### config.mk
export PLATFORM = sky130hd
export DESIGN_NAME = interval_timing_statistics_core_flat
export DESIGN_NICKNAME = d
export VERILOG_FILES = /design/src/design/its_pkg.sv /design/src/design/its_in_if.sv /design/src/design/its_out_if.sv /design/src/design/its_seq.sv /design/src/design/interval_timing_statistics_core.sv /design/src/flat_wrapper.sv
export SDC_FILE = /design/constraint.sdc
export NUM_CORES = 2
export LEC_CHECK = 0
export ABC_CLOCK_PERIOD_IN_PS = 17700
export BUFFER_PORTS_ARGS = -buffer_cell sky130_fd_sc_hd__buf_4
export CAP_MARGIN = 20
export CELL_PAD_IN_SITES_DETAIL_PLACEMENT = 0
export CELL_PAD_IN_SITES_GLOBAL_PLACEMENT = 1
export CORE_UTILIZATION = 48
export DETAILED_ROUTE_END_ITERATION = 8
export PLACE_DENSITY = 0.81
export SLEW_MARGIN = 30
export SYNTH_ARGS = -nofsm -noshare
export SYNTH_HDL_FRONTEND = slang
export SYNTH_SLANG_ARGS = --single-unit
### constraint.sdc
create_clock -name clk -period 17.7 [get_ports clk]
set_clock_uncertainty 0.05 [all_clocks]
set_input_delay 3.54 -clock clk [delete_from_list [all_inputs] [get_ports clk]]
set_output_delay 3.54 -clock clk [all_outputs]
set_load 0.01 [all_outputs]
### src/design/its_pkg.sv
// ----------------------------------------------------------------------------
// its_pkg
// Shared types, opcodes and the control program of the interval timing
// statistics block.
// ----------------------------------------------------------------------------
package its_pkg;

  // commands carried by an input item
  localparam logic [1:0] CMD_START = 2'd0;
  localparam logic [1:0] CMD_END   = 2'd1;
  localparam logic [1:0] CMD_CLEAR = 2'd2;

  localparam logic [63:0] ALL_ONES64 = '1;

  // program counter and step addresses
  localparam int PC_W = 3;
  localparam logic [PC_W-1:0] PC_FETCH   = 3'd0;
  localparam logic [PC_W-1:0] PC_DIFF    = 3'd1;
  localparam logic [PC_W-1:0] PC_UPDATE  = 3'd2;
  localparam logic [PC_W-1:0] PC_DIVINIT = 3'd3;
  localparam logic [PC_W-1:0] PC_DIVSTEP = 3'd4;
  localparam logic [PC_W-1:0] PC_WAIT    = 3'd5;
  localparam logic [PC_W-1:0] PC_EMIT    = 3'd6;

  // datapath operations
  typedef enum logic [2:0] {
    OP_FETCH,
    OP_DIFF,
    OP_UPDATE,
    OP_DIVINIT,
    OP_DIVSTEP,
    OP_WAIT,
    OP_EMIT
  } op_t;

  // jump conditions, the jump is taken when the condition holds
  typedef enum logic [2:0] {
    COND_NEVER,
    COND_ALWAYS,
    COND_NO_IN,
    COND_COUNT_ZERO,
    COND_DIV_MORE,
    COND_OUT_BUSY
  } cond_t;

  typedef struct packed {
    op_t             op;
    cond_t           cond;
    logic [PC_W-1:0] target;
  } uword_t;

  // control handed to the datapath
  typedef struct packed {
    op_t op;
  } ctrl_t;

  // status returned to the sequencer
  typedef struct packed {
    logic in_valid;
    logic count_zero;
    logic div_more;
    logic out_busy;
  } stat_t;

  // control program
  function automatic uword_t its_rom(input logic [PC_W-1:0] pc);
    uword_t w;
    case (pc)
      PC_FETCH:   w = '{op: OP_FETCH,   cond: COND_NO_IN,      target: PC_FETCH};
      PC_DIFF:    w = '{op: OP_DIFF,    cond: COND_NEVER,      target: PC_FETCH};
      PC_UPDATE:  w = '{op: OP_UPDATE,  cond: COND_NEVER,      target: PC_FETCH};
      PC_DIVINIT: w = '{op: OP_DIVINIT, cond: COND_COUNT_ZERO, target: PC_WAIT};
      PC_DIVSTEP: w = '{op: OP_DIVSTEP, cond: COND_DIV_MORE,   target: PC_DIVSTEP};
      PC_WAIT:    w = '{op: OP_WAIT,    cond: COND_OUT_BUSY,   target: PC_WAIT};
      PC_EMIT:    w = '{op: OP_EMIT,    cond: COND_ALWAYS,     target: PC_FETCH};
      default:    w = '{op: OP_WAIT,    cond: COND_ALWAYS,     target: PC_FETCH};
    endcase
    return w;
  endfunction

endpackage

### src/design/its_in_if.sv
// ----------------------------------------------------------------------------
// its_in_if
// Input channel: one command and timestamp per item.
// ----------------------------------------------------------------------------
interface its_in_if;
  logic        valid;
  logic        ready;
  logic [1:0]  cmd;
  logic [63:0] timestamp;

  modport source (output valid, output cmd, output timestamp, input ready);
  modport sink   (input valid, input cmd, input timestamp, output ready);
endinterface

### src/design/its_out_if.sv
// ----------------------------------------------------------------------------
// its_out_if
// Result channel: statistics after each item.
// ----------------------------------------------------------------------------
interface its_out_if;
  logic        valid;
  logic        ready;
  logic [63:0] last_sample;
  logic [63:0] average;
  logic [63:0] minimum;
  logic [63:0] maximum;
  logic [31:0] sample_count;

  modport source (output valid, output last_sample, output average, output minimum,
                  output maximum, output sample_count, input ready);
  modport sink   (input valid, input last_sample, input average, input minimum,
                  input maximum, input sample_count, output ready);
endinterface

### src/design/its_seq.sv
// ----------------------------------------------------------------------------
// its_seq
// Step counter and control store; issues one control word per cycle and
// resolves conditional jumps from datapath status.
// ----------------------------------------------------------------------------
module its_seq (
  input  logic           clk,
  input  logic           rst_n,
  input  its_pkg::stat_t stat,
  output its_pkg::ctrl_t ctrl
);
  import its_pkg::*;

  logic [PC_W-1:0] pc_r, pc_nxt;
  uword_t          word;
  logic            take;

  // fetch the control word and evaluate its jump condition
  always_comb begin
    word = its_rom(pc_r);
    case (word.cond)
      COND_NEVER:      take = 1'b0;
      COND_ALWAYS:     take = 1'b1;
      COND_NO_IN:      take = !stat.in_valid;
      COND_COUNT_ZERO: take = stat.count_zero;
      COND_DIV_MORE:   take = stat.div_more;
      COND_OUT_BUSY:   take = stat.out_busy;
      default:         take = 1'b1;
    endcase
    pc_nxt  = take ? word.target : pc_r + 1'b1;
    ctrl.op = word.op;
  end

  // step counter
  always_ff @(posedge clk) begin
    if (!rst_n) begin
      pc_r <= PC_FETCH;
    end else begin
      pc_r <= pc_nxt;
    end
  end

endmodule

### src/design/interval_timing_statistics_core.sv
// ----------------------------------------------------------------------------
// interval_timing_statistics_core
// Interval measurement with running minimum, maximum and mean.
// ----------------------------------------------------------------------------
// Usage:
//   in_ch carries one command (start, end, clear) and a 64-bit timestamp per
//   item; out_ch returns one result item per input item holding the reference
//   (the last interval after an end), the mean, the minimum, the maximum and
//   the sample count as they stand after that item. Both channels move an
//   item when valid and ready are high at a rising edge.
//   The mean comes from a radix-2 restoring divider that retires one
//   quotient bit per cycle over 64 steps; the divider is skipped when the
//   count is zero. One item is processed at a time: no new item is accepted
//   until the current one has been emitted.
//   The result sits in an output register; a new item is accepted while it
//   waits. If the receiver stalls, the next result holds in the wait step
//   and no further item is accepted until the register frees.
//   Reset: synchronous active-low rst_n; reference and statistics return to
//   their cleared values (minimum all ones) and no result is pending.
// ----------------------------------------------------------------------------
module interval_timing_statistics_core (
  input logic  clk,
  input logic  rst_n,
  its_in_if.sink    in_ch,
  its_out_if.source out_ch
);
  import its_pkg::*;

  ctrl_t ctrl;
  stat_t stat;

  // captured item
  logic [1:0]  cmd_r, cmd_nxt;
  logic [63:0] ts_r, ts_nxt;
  logic [63:0] delta_r, delta_nxt;

  // statistics state
  logic [63:0] ref_r, ref_nxt;
  logic [63:0] min_r, min_nxt;
  logic [63:0] max_r, max_nxt;
  logic [63:0] total_r, total_nxt;
  logic [31:0] cnt_r, cnt_nxt;

  // divider
  logic [63:0] quo_r, quo_nxt;
  logic [31:0] rem_r, rem_nxt;
  logic [5:0]  iter_r, iter_nxt;
  logic [32:0] rem_sh;
  logic [32:0] rem_sub;
  logic        rem_ge;

  // output register
  logic        out_valid_r, out_valid_nxt;
  logic [63:0] o_last_r, o_last_nxt;
  logic [63:0] o_avg_r, o_avg_nxt;
  logic [63:0] o_min_r, o_min_nxt;
  logic [63:0] o_max_r, o_max_nxt;
  logic [31:0] o_cnt_r, o_cnt_nxt;

  logic in_fire;
  logic count_zero;

  its_seq u_seq (
    .clk   (clk),
    .rst_n (rst_n),
    .stat  (stat),
    .ctrl  (ctrl)
  );

  assign in_ch.ready = (ctrl.op == OP_FETCH);
  assign in_fire     = in_ch.valid && in_ch.ready;
  assign count_zero  = (cnt_r == 32'd0);

  // status for the sequencer
  assign stat.in_valid   = in_ch.valid;
  assign stat.count_zero = count_zero;
  assign stat.div_more   = (iter_r != 6'h3f);
  assign stat.out_busy   = out_valid_r && !out_ch.ready;

  // one restoring division step
  assign rem_sh  = {rem_r, quo_r[63]};
  assign rem_ge  = (rem_sh >= {1'b0, cnt_r});
  assign rem_sub = rem_sh - {1'b0, cnt_r};

  // datapath next state under the current control word
  always_comb begin
    cmd_nxt   = cmd_r;
    ts_nxt    = ts_r;
    delta_nxt = delta_r;
    ref_nxt   = ref_r;
    min_nxt   = min_r;
    max_nxt   = max_r;
    total_nxt = total_r;
    cnt_nxt   = cnt_r;
    quo_nxt   = quo_r;
    rem_nxt   = rem_r;
    iter_nxt  = iter_r;
    o_last_nxt = o_last_r;
    o_avg_nxt  = o_avg_r;
    o_min_nxt  = o_min_r;
    o_max_nxt  = o_max_r;
    o_cnt_nxt  = o_cnt_r;
    out_valid_nxt = out_valid_r && !out_ch.ready;

    case (ctrl.op)
      OP_FETCH: begin
        if (in_fire) begin
          cmd_nxt = in_ch.cmd;
          ts_nxt  = in_ch.timestamp;
        end
      end
      OP_DIFF: begin
        delta_nxt = ts_r - ref_r;
      end
      OP_UPDATE: begin
        case (cmd_r)
          CMD_START: begin
            ref_nxt = ts_r;
          end
          CMD_END: begin
            ref_nxt   = delta_r;
            if (delta_r < min_r) min_nxt = delta_r;
            if (delta_r > max_r) max_nxt = delta_r;
            total_nxt = total_r + delta_r;
            cnt_nxt   = cnt_r + 32'd1;
          end
          CMD_CLEAR: begin
            min_nxt   = ALL_ONES64;
            max_nxt   = '0;
            total_nxt = '0;
            cnt_nxt   = '0;
          end
          default: begin
          end
        endcase
      end
      OP_DIVINIT: begin
        quo_nxt  = total_r;
        rem_nxt  = '0;
        iter_nxt = '0;
      end
      OP_DIVSTEP: begin
        rem_nxt  = rem_ge ? rem_sub[31:0] : rem_sh[31:0];
        quo_nxt  = {quo_r[62:0], rem_ge};
        iter_nxt = iter_r + 6'd1;
      end
      OP_EMIT: begin
        out_valid_nxt = 1'b1;
        o_last_nxt = count_zero ? '0 : ref_r;
        o_avg_nxt  = count_zero ? '0 : quo_r;
        o_min_nxt  = count_zero ? '0 : min_r;
        o_max_nxt  = count_zero ? '0 : max_r;
        o_cnt_nxt  = cnt_r;
      end
      default: begin
      end
    endcase
  end

  // state and statistics registers
  always_ff @(posedge clk) begin
    if (!rst_n) begin
      ref_r       <= '0;
      min_r       <= ALL_ONES64;
      max_r       <= '0;
      total_r     <= '0;
      cnt_r       <= '0;
      out_valid_r <= 1'b0;
    end else begin
      ref_r       <= ref_nxt;
      min_r       <= min_nxt;
      max_r       <= max_nxt;
      total_r     <= total_nxt;
      cnt_r       <= cnt_nxt;
      out_valid_r <= out_valid_nxt;
    end
  end

  // payload registers
  always_ff @(posedge clk) begin
    cmd_r    <= cmd_nxt;
    ts_r     <= ts_nxt;
    delta_r  <= delta_nxt;
    quo_r    <= quo_nxt;
    rem_r    <= rem_nxt;
    iter_r   <= iter_nxt;
    o_last_r <= o_last_nxt;
    o_avg_r  <= o_avg_nxt;
    o_min_r  <= o_min_nxt;
    o_max_r  <= o_max_nxt;
    o_cnt_r  <= o_cnt_nxt;
  end

  assign out_ch.valid        = out_valid_r;
  assign out_ch.last_sample  = o_last_r;
  assign out_ch.average      = o_avg_r;
  assign out_ch.minimum      = o_min_r;
  assign out_ch.maximum      = o_max_r;
  assign out_ch.sample_count = o_cnt_r;

  // an accepted item is worked on alone
  a_one_item: assert property (@(posedge clk) disable iff (!rst_n)
    in_fire |=> !in_ch.ready)
    else $error("item accepted while another is in progress");

  // the divider never runs with a zero divisor
  a_div_nonzero: assert property (@(posedge clk) disable iff (!rst_n)
    (ctrl.op == OP_DIVSTEP) |-> !count_zero)
    else $error("division step with zero count");

  // a new result never overwrites one still waiting
  a_no_overwrite: assert property (@(posedge clk) disable iff (!rst_n)
    (ctrl.op == OP_EMIT) |-> (!out_valid_r || out_ch.ready))
    else $error("result emitted over a pending one");

  // the mean never exceeds the total
  a_avg_bound: assert property (@(posedge clk) disable iff (!rst_n)
    (ctrl.op == OP_EMIT) && !count_zero |-> (quo_r <= total_r))
    else $error("average larger than total");

  // an empty count reports zero statistics
  a_empty_zero: assert property (@(posedge clk) disable iff (!rst_n)
    out_valid_r && (o_cnt_r == 32'd0) |-> (o_avg_r == 64'd0) && (o_min_r == 64'd0)
      && (o_max_r == 64'd0) && (o_last_r == 64'd0))
    else $error("nonzero statistics with zero count");

endmodule

### src/flat_wrapper.sv
// flat-port wrapper written by rule: the top's interface ports become plain ports
module interval_timing_statistics_core_flat import its_pkg::*;
  (clk, rst_n, in_ch_valid, in_ch_cmd, in_ch_timestamp, in_ch_ready, out_ch_valid, out_ch_last_sample, out_ch_average, out_ch_minimum, out_ch_maximum, out_ch_sample_count, out_ch_ready);
  its_in_if in_ch_i ();
  its_out_if out_ch_i ();
  input logic clk;
  input logic rst_n;
  input wire logic [$bits(in_ch_i.valid)-1:0] in_ch_valid;
  input wire logic [$bits(in_ch_i.cmd)-1:0] in_ch_cmd;
  input wire logic [$bits(in_ch_i.timestamp)-1:0] in_ch_timestamp;
  output wire logic [$bits(in_ch_i.ready)-1:0] in_ch_ready;
  output wire logic [$bits(out_ch_i.valid)-1:0] out_ch_valid;
  output wire logic [$bits(out_ch_i.last_sample)-1:0] out_ch_last_sample;
  output wire logic [$bits(out_ch_i.average)-1:0] out_ch_average;
  output wire logic [$bits(out_ch_i.minimum)-1:0] out_ch_minimum;
  output wire logic [$bits(out_ch_i.maximum)-1:0] out_ch_maximum;
  output wire logic [$bits(out_ch_i.sample_count)-1:0] out_ch_sample_count;
  input wire logic [$bits(out_ch_i.ready)-1:0] out_ch_ready;
  assign in_ch_i.valid = in_ch_valid;
  assign in_ch_i.cmd = in_ch_cmd;
  assign in_ch_i.timestamp = in_ch_timestamp;
  assign in_ch_ready = in_ch_i.ready;
  assign out_ch_valid = out_ch_i.valid;
  assign out_ch_last_sample = out_ch_i.last_sample;
  assign out_ch_average = out_ch_i.average;
  assign out_ch_minimum = out_ch_i.minimum;
  assign out_ch_maximum = out_ch_i.maximum;
  assign out_ch_sample_count = out_ch_i.sample_count;
  assign out_ch_i.ready = out_ch_ready;
  interval_timing_statistics_core u_core (.clk(clk), .rst_n(rst_n), .in_ch(in_ch_i), .out_ch(out_ch_i));
endmodule
==> results.json <==
{
  "drive_above_1_share": 0.130,
  "ys_ff_latch": 812,
  "path_depth": 6,
  "outcome": "completed",
  "hold_depth": 0,
  "worst_pin_slew_ns": 1.02,
  "hold_violations": 0,
  "yosys_warnings": 0,
  "critical_path_startpoint_category": "flop",
  "critPathMaxFanout": 10,
  "io_buffers": 359,
  "timing.critical_path.slowest_stage_cell": "sky130_fd_sc_hd__a21boi_1",
  "clock_sinks": 812,
  "synth_enable_flop_cells": 520,
  "hold_slack_ns": 0.416,
  "syn_area_per_cell_um2": 10.2,
  "postSynth.topFlopCell": "sky130_fd_sc_hd__edfxtp_1",
  "first_global_vias": 30416,
  "antenna_cells": 0,
  "route.met3.wl_um": 7280,
  "final_common_cell": "sky130_fd_sc_hd__edfxtp_1",
  "fp.coreArea_um2": 86800,
  "routability_congestion_estimate_from_global_placement": 0.904,
  "share_of_power_burned_in_registers": 0.394,
  "initialDrtViolationCount": 2107,
  "layoutNonFillerInstCount": 5616,
  "postSynthCellCount": 4124,
  "required_ns": 14.11,
  "pwr-share-comb": 0.348,
  "initial_utilization": 0.485,
  "synth_nets": 4495,
  "first_pass_iteration_count_of_the_detailed_router": 6,
  "ff2ff_path_depth": 7,
  "finalCoreUtilization": 0.561,
  "timing.fmax_mhz": 152,
  "clk_latency_ns": 0.66,
  "static_leakage_power_nw": 20.7,
  "cts_tree": "yes",
  "route.detailed.wl_per_inst_um": 20.0,
  "finalPower_mw": 7.31,
  "fp_rows": 108,
  "cts_htree_levels": 3,
  "slew_headroom": 0.319,
  "count_of_boundary_i_o_pins": 360,
  "netlist_area_um2": 42100,
  "grt_antenna_before_repair": 2,
  "cts.root.buffer_cell": "sky130_fd_sc_hd__clkbuf_16",
  "grtUsageTotal": 0.248,
  "met2_length_um": 50400,
  "synth-seq-area-share": 0.510,
  "grt-ovfl-total": 0,
  "grt_setup_unrepaired": "no",
  "num-fill-cells": 7640,
  "route.layer.met1.wl_um": 51600,
  "synth_async_sr_flop_share": 0,
  "dpl_worst_slack_ns": 11.57,
  "global_route_wire_length_before_repair_um": 173000,
  "critical-path-max-stage-delay_ns": 0.61,
  "post_drt_via_cell_ratio": 5.58,
  "period_minus_slack_ns": 6.59,
  "placed_cell_count": 5452,
  "clkTransAtPathRegs_ns": 0.06,
  "cell_internal_pwr_mw": 4.60,
  "worstPathBufferInverterCount": 2,
  "synth.top_cell.area_share": 0.371,
  "cp.arrival_ns": 3.00,
  "yosys.cell_types.count": 90,
  "report.final.setup_viol": 0,
  "cts.repair_timing.setup_buffer_count": 0,
  "cts.hold.buffers_added": 0,
  "finish.instance_area_um2": 48600,
  "timing.critical_path.cells": "inv_1 -> ha_1 -> or4_1 -> a21boi_1 -> and2_1 -> buf_4",
  "final.setup.worst_slack_ns": 11.11,
  "place_hpwl_um": 81600,
  "detailed_place.area_um2": 45600,
  "cap_viol_max_count": 0,
  "finalWirelength_um": 112000,
  "number_of_nets_at_the_end_of_the_flow": 4759,
  "die_width_um": 298,
  "sum_of_negative_setup_slack_ns": 0,
  "mostFrequentLayoutCells": "sky130_fd_sc_hd__edfxtp_1, sky130_fd_sc_hd__nand2_1, sky130_fd_sc_hd__buf_4, sky130_fd_sc_hd__nor2_1, sky130_fd_sc_hd__ha_1",
  "top_routing_layer_in_use": "met5",
  "cts-buffers-inserted": 88,
  "final_antenna_net_count": 0,
  "switching_pwr_mw": 2.71,
  "worst_hold_path_type": "reg2reg",
  "floorplan.die.height_um": 298,
  "worst_setup_path_end_kind": "primary output",
  "critical_path.top_delay_family": "compound AO/OA/AOI/OAI gates",
  "maxSlewViolCount": 0,
  "post_cts_resize_count": 0,
  "timing.setup.critical_path_class": "reg2out",
  "power.ir.vdd_worst_v": 0.000143,
  "die_area_um2": 88800,
  "routed-via-count": 31352,
  "sw_frac_of_total": 0.371,
  "clock_network_power_share": 0.258,
  "syn2layout_area_growth_pct": 15.6,
  "power_density_nw_per_um2": 150,
  "clock_path_buffers": 3,
  "drc": 0,
  "share_of_the_clock_period_used_by_the_worst_path_after_layout": 0.372,
  "synth_area_leaders": "sky130_fd_sc_hd__edfxtp_1, sky130_fd_sc_hd__dfxtp_1, sky130_fd_sc_hd__ha_1",
  "maximum_number_of_pins_on_one_net_before_global_route_repair": 185,
  "post-synth-top-area-cell": "sky130_fd_sc_hd__edfxtp_1"
}
[path summary, 6_finish.rpt]
path	slack, ns	startpoint	to
max	11.11	u_core.u_seq.pc_r[2]	in_ch_ready
min reg2reg	0.42	u_core.cnt_r[26]	u_core.out_ch.sample_count[26]
min	0.42	u_core.cnt_r[26]	u_core.out_ch.sample_count[26]
max reg2reg	12.97	u_core.u_seq.pc_r[2]	u_core.out_ch.last_sample[42]
[power by group through the flow]
| stage | clock network (mW) | logic (mW) | registers [mW] |
|---|---|---|---|
| global placement | 0 | 2.49 | 2.90 |
| detailed placement | 0 | 2.52 | 2.90 |
| CTS | 1.92 | 2.54 | 2.87 |
| finish | 1.89 | 2.54 | 2.88 |
| floorplan | 0 | 1.92 | 2.80 |
| global route | 1.99 | 2.84 | 2.91 |
[per-layer routing]
metal  global-route usage  vias to the layer above
met4               0.0821                        2
met3               0.0427                      172
met5                    0                        -
li1                     -                    15313
met1                0.349                    14983
met2                0.388                      882
[registers in the layout (all words and copies together) (netlist names), 2 cells and up]
signal / cells
u_core.cmd_r: 2
u_core.cnt_r: 32
u_core.delta_r: 64
u_core.iter_r: 6
u_core.max_r: 64
u_core.min_r: 64
u_core.out_ch.average: 64
u_core.out_ch.last_sample: 64
u_core.out_ch.maximum: 64
u_core.out_ch.minimum: 64
u_core.out_ch.sample_count: 32
u_core.quo_r: 64
u_core.ref_r: 64
u_core.rem_r: 32
u_core.total_r: 64
u_core.ts_r: 64
u_core.u_seq.pc_r: 3
[cells in the mapped netlist (all sizes together), types with 12 or more instances]
master,n
edfxtp,520
ha,298
o21ai,144
nand2,431
nor3,171
inv,272
a21oi,276
a21o,143
nand4,79
nor2,369
o211a,65
dfxtp,292
nand3,49
o31ai,12
buf,41
and3,19
nor4,18
a31oi,14
clkbuf,169
o21bai,26
o21a,21
a22o,66
a211oi,21
xor2,65
mux2i,86
or3,14
o211ai,13
xnor2,113
nand2b,15
a22oi,30
nor2b,131
[cells by family after synthesis]
kind of cell / Yosys count / synth area share
and+or+nand+nor: 1340 / 0.146
AOI/OAI and AO/OA: 919 / 0.148
DFF: 812 / 0.510
buffers and inverters: 486 / 0.0469
adders and majority gates: 301 / 0.0901
xor gates and xnor gates: 178 / 0.0371
muxes: 88 / 0.0210
[final cells by class]
class / count / area, um^2 / area share
Clock inverter: 41 / 405 / 0.00833
Tap cell: 1155 / 1450 / 0.0297
Multi-Input combinational cell: 2826 / 18800 / 0.386
Inverter: 272 / 1020 / 0.0210
Sequential cell: 812 / 21500 / 0.441
Timing Repair Buffer: 388 / 2960 / 0.0609
Clock buffer: 122 / 2580 / 0.0530
Note: power is estimated with default switching activity, not from simulation.
